**src/hdl/sdq_pkg.sv**
```systemverilog
package sdq_pkg;

    localparam int VALUE_W = 32;
    localparam int OP_W    = 2;
    localparam int STAT_W  = 2;
    localparam int COUNT_W = 5;

    typedef enum logic [OP_W-1:0] {
        OP_INSERT  = 2'd0,
        OP_POP_MIN = 2'd1,
        OP_POP_MAX = 2'd2,
        OP_NOP     = 2'd3
    } op_t;

    typedef enum logic [STAT_W-1:0] {
        ST_OK    = 2'd0,
        ST_EMPTY = 2'd1,
        ST_FULL  = 2'd2
    } status_t;

endpackage

```
**src/hdl/sorted_double_ended_queue_unit.sv**
```systemverilog
// Sorted double-ended queue: holds up to CAPACITY signed 32-bit values in
// ascending order and serves one request at a time.
// Input channel (s_valid/s_ready, s_op, s_value): insert s_value, pop the
// smallest value or pop the largest value. Result channel (m_valid/m_ready):
// the inserted or removed value, a status (ok, empty on pop, full on insert)
// and the number of values held after the request.
// The values live in a single-port-write, single-port-read memory used as a
// ring; a head pointer makes pop-smallest a pointer bump, so only insert
// walks the store. One signed comparator handles the walk: each cycle it
// checks one entry against the new value and moves it up one slot if larger.
// A full or empty request or the unused op code goes from the start step
// straight to the finish step; a pop reads its entry first; an insert moves
// each larger entry up, compares once more when the walk stops on an entry
// not above the value, then places it. s_ready is high only while idle, so a
// new request is taken in the cycle after the previous result is loaded.
// The result register parts the two sides: when the receiver stalls, the
// result waits in it and the next request is still accepted and processed;
// that request then waits in its final step until the register is free.
// Reset (aresetn low at a clock edge) empties the store at once; no clearing
// pass is needed since only entries below the fill count are ever read.
module sorted_double_ended_queue_unit #(
    parameter int CAPACITY = 16
) (
    input  logic                                   aclk,
    input  logic                                   aresetn,
    input  logic                                   s_valid,
    output logic                                   s_ready,
    input  logic [sdq_pkg::OP_W-1:0]               s_op,
    input  logic signed [sdq_pkg::VALUE_W-1:0]     s_value,
    output logic                                   m_valid,
    input  logic                                   m_ready,
    output logic signed [sdq_pkg::VALUE_W-1:0]     m_result_value,
    output logic [sdq_pkg::STAT_W-1:0]             m_status,
    output logic [sdq_pkg::COUNT_W-1:0]            m_entry_count
);
    import sdq_pkg::*;

    localparam int AW = (CAPACITY > 1) ? $clog2(CAPACITY) : 1;
    localparam int CW = $clog2(CAPACITY + 1);
    localparam logic [AW:0]   CAP_EXT = (AW + 1)'(CAPACITY);
    localparam logic [CW-1:0] CAP_CNT = CW'(CAPACITY);

    typedef enum logic [2:0] {
        S_IDLE,
        S_START,
        S_SHIFT_CMP,
        S_PLACE,
        S_POP_RD,
        S_FINISH
    } state_t;

    // Map a logical slot (0 = smallest) to its ring address.
    function automatic logic [AW-1:0] phys(input logic [AW-1:0] base,
                                           input logic [AW-1:0] lidx);
        logic [AW:0] sum;
        sum = {1'b0, base} + {1'b0, lidx};
        if (sum >= CAP_EXT) begin
            sum = sum - CAP_EXT;
        end
        return sum[AW-1:0];
    endfunction

    state_t state_reg, state_next;
    op_t    op_reg, op_next;
    logic signed [VALUE_W-1:0] val_reg, val_next;
    logic [AW-1:0] head_reg, head_next;
    logic [CW-1:0] count_reg, count_next;
    logic [AW-1:0] pos_reg, pos_next;
    logic signed [VALUE_W-1:0] res_reg, res_next;
    status_t stat_reg, stat_next;

    logic m_valid_reg, m_valid_next;
    logic signed [VALUE_W-1:0] m_result_value_reg, m_result_value_next;
    status_t m_status_reg, m_status_next;
    logic [COUNT_W-1:0] m_entry_count_reg, m_entry_count_next;

    // Ring storage
    logic signed [VALUE_W-1:0] mem [CAPACITY];
    logic signed [VALUE_W-1:0] rd_data_reg;
    logic mem_we;
    logic [AW-1:0] mem_waddr, mem_raddr;
    logic signed [VALUE_W-1:0] mem_wdata;

    logic [AW-1:0] count_lo;
    logic [AW-1:0] count_m1;
    logic [CW+COUNT_W-1:0] count_ext;
    logic [AW:0] head_inc;

    assign count_lo  = count_reg[AW-1:0];
    assign count_m1  = count_lo - AW'(1);
    assign count_ext = {{COUNT_W{1'b0}}, count_reg};
    assign head_inc  = {1'b0, head_reg} + (AW + 1)'(1);

    always_ff @(posedge aclk) begin
        if (mem_we) begin
            mem[mem_waddr] <= mem_wdata;
        end
        rd_data_reg <= mem[mem_raddr];
    end

    always_comb begin
        state_next          = state_reg;
        op_next             = op_reg;
        val_next            = val_reg;
        head_next           = head_reg;
        count_next          = count_reg;
        pos_next            = pos_reg;
        res_next            = res_reg;
        stat_next           = stat_reg;
        m_valid_next        = m_valid_reg;
        m_result_value_next = m_result_value_reg;
        m_status_next       = m_status_reg;
        m_entry_count_next  = m_entry_count_reg;
        mem_we              = 1'b0;
        mem_waddr           = phys(head_reg, pos_reg);
        mem_wdata           = val_reg;
        mem_raddr           = '0;

        // Drop the result once the receiver takes it.
        if (m_valid_reg && m_ready) begin
            m_valid_next = 1'b0;
        end

        case (state_reg)
            S_IDLE: begin
                if (s_valid) begin
                    op_next    = op_t'(s_op);
                    val_next   = s_value;
                    state_next = S_START;
                end
            end
            S_START: begin
                res_next  = '0;
                stat_next = ST_OK;
                case (op_reg)
                    OP_INSERT: begin
                        pos_next = count_lo;
                        if (count_reg >= CAP_CNT) begin
                            stat_next  = ST_FULL;
                            state_next = S_FINISH;
                        end else if (count_reg == '0) begin
                            state_next = S_PLACE;
                        end else begin
                            mem_raddr  = phys(head_reg, count_m1);
                            state_next = S_SHIFT_CMP;
                        end
                    end
                    OP_POP_MIN: begin
                        if (count_reg == '0) begin
                            stat_next  = ST_EMPTY;
                            state_next = S_FINISH;
                        end else begin
                            mem_raddr  = head_reg;
                            head_next  = (head_inc >= CAP_EXT) ? '0 : head_inc[AW-1:0];
                            count_next = count_reg - CW'(1);
                            state_next = S_POP_RD;
                        end
                    end
                    OP_POP_MAX: begin
                        if (count_reg == '0) begin
                            stat_next  = ST_EMPTY;
                            state_next = S_FINISH;
                        end else begin
                            mem_raddr  = phys(head_reg, count_m1);
                            count_next = count_reg - CW'(1);
                            state_next = S_POP_RD;
                        end
                    end
                    default: begin
                        state_next = S_FINISH;
                    end
                endcase
            end
            S_SHIFT_CMP: begin
                // Move a larger entry up one slot and look at the next one down.
                if (rd_data_reg > val_reg) begin
                    mem_we    = 1'b1;
                    mem_wdata = rd_data_reg;
                    pos_next  = pos_reg - AW'(1);
                    if (pos_reg == AW'(1)) begin
                        state_next = S_PLACE;
                    end else begin
                        mem_raddr = phys(head_reg, pos_reg - AW'(2));
                    end
                end else begin
                    state_next = S_PLACE;
                end
            end
            S_PLACE: begin
                mem_we     = 1'b1;
                count_next = count_reg + CW'(1);
                res_next   = val_reg;
                stat_next  = ST_OK;
                state_next = S_FINISH;
            end
            S_POP_RD: begin
                res_next   = rd_data_reg;
                stat_next  = ST_OK;
                state_next = S_FINISH;
            end
            S_FINISH: begin
                // Hold until the result register is free.
                if (!m_valid_reg || m_ready) begin
                    m_valid_next        = 1'b1;
                    m_result_value_next = res_reg;
                    m_status_next       = stat_reg;
                    m_entry_count_next  = count_ext[COUNT_W-1:0];
                    state_next          = S_IDLE;
                end
            end
            default: begin
                state_next = S_IDLE;
            end
        endcase
    end

    always_ff @(posedge aclk) begin
        if (!aresetn) begin
            state_reg   <= S_IDLE;
            head_reg    <= '0;
            count_reg   <= '0;
            m_valid_reg <= 1'b0;
        end else begin
            state_reg   <= state_next;
            head_reg    <= head_next;
            count_reg   <= count_next;
            m_valid_reg <= m_valid_next;
        end
        op_reg             <= op_next;
        val_reg            <= val_next;
        pos_reg            <= pos_next;
        res_reg            <= res_next;
        stat_reg           <= stat_next;
        m_result_value_reg <= m_result_value_next;
        m_status_reg       <= m_status_next;
        m_entry_count_reg  <= m_entry_count_next;
    end

    assign s_ready        = (state_reg == S_IDLE);
    assign m_valid        = m_valid_reg;
    assign m_result_value = m_result_value_reg;
    assign m_status       = m_status_reg;
    assign m_entry_count  = m_entry_count_reg;

    a_count_bound: assert property (@(posedge aclk) disable iff (!aresetn)
        count_reg <= CAP_CNT)
        else $error("fill count above capacity");

    a_walk_pos: assert property (@(posedge aclk) disable iff (!aresetn)
        state_reg == S_SHIFT_CMP |-> pos_reg != '0)
        else $error("insert walk below slot zero");

    a_place_room: assert property (@(posedge aclk) disable iff (!aresetn)
        state_reg == S_PLACE |-> count_reg < CAP_CNT)
        else $error("insert placed into a full store");

    a_fail_zero: assert property (@(posedge aclk) disable iff (!aresetn)
        (m_valid_reg && m_status_reg != ST_OK) |-> m_result_value_reg == '0)
        else $error("failed request carries a nonzero value");

    a_accept_start: assert property (@(posedge aclk) disable iff (!aresetn)
        (s_valid && s_ready) |=> state_reg == S_START)
        else $error("accepted request did not start");

endmodule
```
**config.mk**
```make
export PLATFORM = sky130hd
export DESIGN_NAME = sorted_double_ended_queue_unit
export DESIGN_NICKNAME = d
export VERILOG_FILES = /design/src/hdl/sdq_pkg.sv /design/src/hdl/sorted_double_ended_queue_unit.sv
export SDC_FILE = /design/constraint.sdc
export NUM_CORES = 1
export LEC_CHECK = 0
export BUFFER_PORTS_ARGS = -buffer_cell sky130_fd_sc_hd__clkbuf_2
export CAP_MARGIN = 20
export CORE_AREA = 5 5 253 255
export CTS_CLUSTER_SIZE = 8
export DETAILED_ROUTE_END_ITERATION = 8
export DIE_AREA = 0 0 258 260
export PLACE_DENSITY = 0.6
export SETUP_SLACK_MARGIN = 0.2
export SLEW_MARGIN = 15
export SYNTH_ARGS = -nofsm -noshare
export SYNTH_HDL_FRONTEND = slang
export SYNTH_SLANG_ARGS = --single-unit
```
**constraint.sdc**
```tcl
create_clock -name aclk -period 5.75 [get_ports aclk]
set_input_delay 0.2875 -clock aclk [delete_from_list [all_inputs] [get_ports aclk]]
set_output_delay 0.2875 -clock aclk [all_outputs]
set_load 0.01 [all_outputs]
```
==> impl_metrics.ini <==
[run_status]
status = completed

[placed_design]
dp_hpwl_um = 40000
port_buffers = 78
gp_congestion = 0.851

[sta]
setup_viol = 0
skew_ns = 0.0189
drv_slew = 0
hold_ws_ns = 0.0391
relSlewSlack_pct = 36.5
post-route-min-period_ns = 4.52
hold_viol = 0
rsz0062_at_grt = false
tightest_slew_ns = 0.952
fin_crit_sh_pct = 78.6
max_freq_mhz = 221
tns_ns = 0

[logic_synthesis]
syn_nets = 1870
synth-edff-count = 623
yosysUniqueCellTypes = 69
synth_seq_area_share_pct = 71.5
synth_flop_cell = edfxtp_1
synth_cells = 1774
synth.top_cell.area_share_pct = 68.2
synth-async-reset-ratio_pct = 0
synth_area_um2 = 27400
yosysWarnings = 0
ys_seq_elements = 668
synth_largest_area_cell = edfxtp_1
avgSynthCellArea_um2 = 15.5
synth_area_leaders = edfxtp_1 68%, mux2i_1 5.4%, nand2_1 3.3%

[grt]
track_usage_pct = 19.8
grt-ovfl-total = 0
antenna_found_initial = 2
grt_max_degree = 97
grt_pass1_vias = 15900
grt_first_pass_wirelength_um = 101000

[power]
power_leakage_nw = 11.9
switching_share_pct = 23.7
power.density_nw_per_um2 = 374
p_sw_mw = 2.82
irDropWorstVdd_v = 0.000258
power_frac_clock_pct = 42.5
internal-power_mw = 9.11
power_frac_comb_pct = 9.4
seqPwrFrac_pct = 48.1
power_mw = 11.9

[routing]
drt_iter0_drc = 1352
num_vias = 15800
drc_errors = 0
viasPerCell = 5.63
wire_per_inst_um = 23.8
antenna_left = 0
postRouteWirelength_um = 66500
first_pass_iters = 5

[cells_and_area]
top_register = mem
final_common_cell = edfxtp_1
layout_common_cells = 623 x edfxtp_1, 243 x nand2_1, 147 x mux2i_1
area_growth_pct = 16.3
drive_above_1_share_pct = 17.5
antenna_cells = 0
fin_nets = 2038
largest_reg_flops = 512

[cts]
insertion_delay_ns = 0.63
path_clk_slew_ns = 0.05
h-tree-depth = 3
clock-sinks = 668
cts_root_buffer = clkbuf_16
cts_buffers = 93
clock_path_buffers = 3
cts_tree = yes

[floorplanning]
die_w_um = 258
chipHeight_um = 260
initial_core_util_pct = 44.7
core_um2 = 61400
io_pins = 79
row_count = 91
dieArea_um2 = 67100

[critical_path]
slowest_delay_ns = 0.75
crit_path_end_kind = flop
cp_slowest_cell = nor2_4
crit_buf_inv = 2
worstSetupPathType = reg2reg
crit_family = simple AND/OR/NAND/NOR gates
worst_ep_arrival_time_ns = 4.85
worstSetupStartpointType = flop
path_cells = inv_1, ha_1, and4_1, a221oi_1, o2111ai_1, nor3_4, or2_4, and2_2, o21ai_1, or3_1, nor2_4, buf_4
cp_max_fo = 22
crit_required_ns = 6.08

[job]
timing.max_cap.violations = 0

[hold_path]
hold_class = in2reg
-- worst paths after layout --
path,from,to,slack [ns],cells past startpoint
hold / removal,m_ready,m_valid,0.04,3
hold reg to reg,res_reg[31],m_result_value[31],0.42,0
setup / recovery,val_reg[23],mem[0][21],1.23,12
setup reg to reg,val_reg[23],mem[0][21],1.23,12
-- tightest hold or removal path: cells and delay by family --
family,cells,cell delay (ns)
AND/OR/NAND/NOR,1,0.15
buffers and inverters,1,0.08
AO/OA/AOI/OAI,1,0.08
-- power by group through the flow --
stage,clock (mW),combinational [mW],sequential [mW]
after global routing,5.40,1.23,5.75
after CTS,5.19,1.12,5.74
final,5.07,1.12,5.74
after detailed placement,0,1.10,5.83
after global placement,0,1.08,5.82
after floorplan,0,0.760,5.77
-- logic make-up (layout without fill, tap and decap cells) --
group / after synthesis / after routing / share of synthesized area [%]
DFF: 668 / 668 / 71.5
AOI/OAI and AO/OA: 321 / 321 / 8.96
xor gates and xnor gates: 20 / 20 / 0.639
and+or+nand+nor: 357 / 357 / 5.68
adders and majority gates: 58 / 58 / 2.76
buffers and inverters: 148 / 384 / 2.85
muxes: 202 / 202 / 7.62
-- final cells by class --
type | instances | area, um2
fillers | 4969 | 29500
flip-flops and latches | 668 | 19600
multi-input cells | 958 | 7160
clock buffers | 157 | 2610
repair buffers | 169 | 1210
well taps | 790 | 988
inverters | 52 | 195
clock inverters | 6 | 125
-- cells in the mapped netlist (all sizes together) (2+ instances only) --
library cell	instances
ha	54
or3	5
inv	52
nor2b	5
nor2	39
and4	3
a22o	25
a31oi	2
nand2b	4
fa	4
nor3b	2
mux2	55
nand3	6
edfxtp	623
a21o	7
and2	3
a311o	24
buf	73
mux2i	147
a41oi	3
o211ai	25
a221o	2
and3	3
clkbuf	23
a22oi	23
dfxtp	45
o221ai	20
a32o	40
nand2	244
a211oi	4
nor3	14
xor2	10
nand4	19
a21oi	94
o21ai	42
or2	6
a21boi	2
xnor2	10
-- per-layer routing --
metal	up-vias	track usage [%]	routed length [um]
li1	7179	-	-
met3	111	3.07	3530
met2	498	32.5	32000
met5	-	0	0
met4	0	6.11	1680
met1	7973	27.3	29300
-- repair_timing --
item / CTS / global route
hold buffers: 34 / 0
setup endpoints to repair: 0 / 0
resized for setup: 0 / 0
buffers inserted: 0 / 0
endpoints found under the hold margin: 34 / 0
-- through the flow --
step | setup slack (ns) | area (um2) | utilization, % | std cells
after floorplan | 0.422 | 27400 | - | 1774
final | 1.23 | 31900 | 52.0 | 2800
after global routing | 1.03 | 31900 | 52.0 | 2800
after global placement | 1.25 | 28800 | 46.9 | 2602
after CTS | 1.20 | 31900 | 51.9 | 2799
after detailed placement | 1.23 | 28800 | 46.9 | 2602
(Power assumes the default switching activity.)
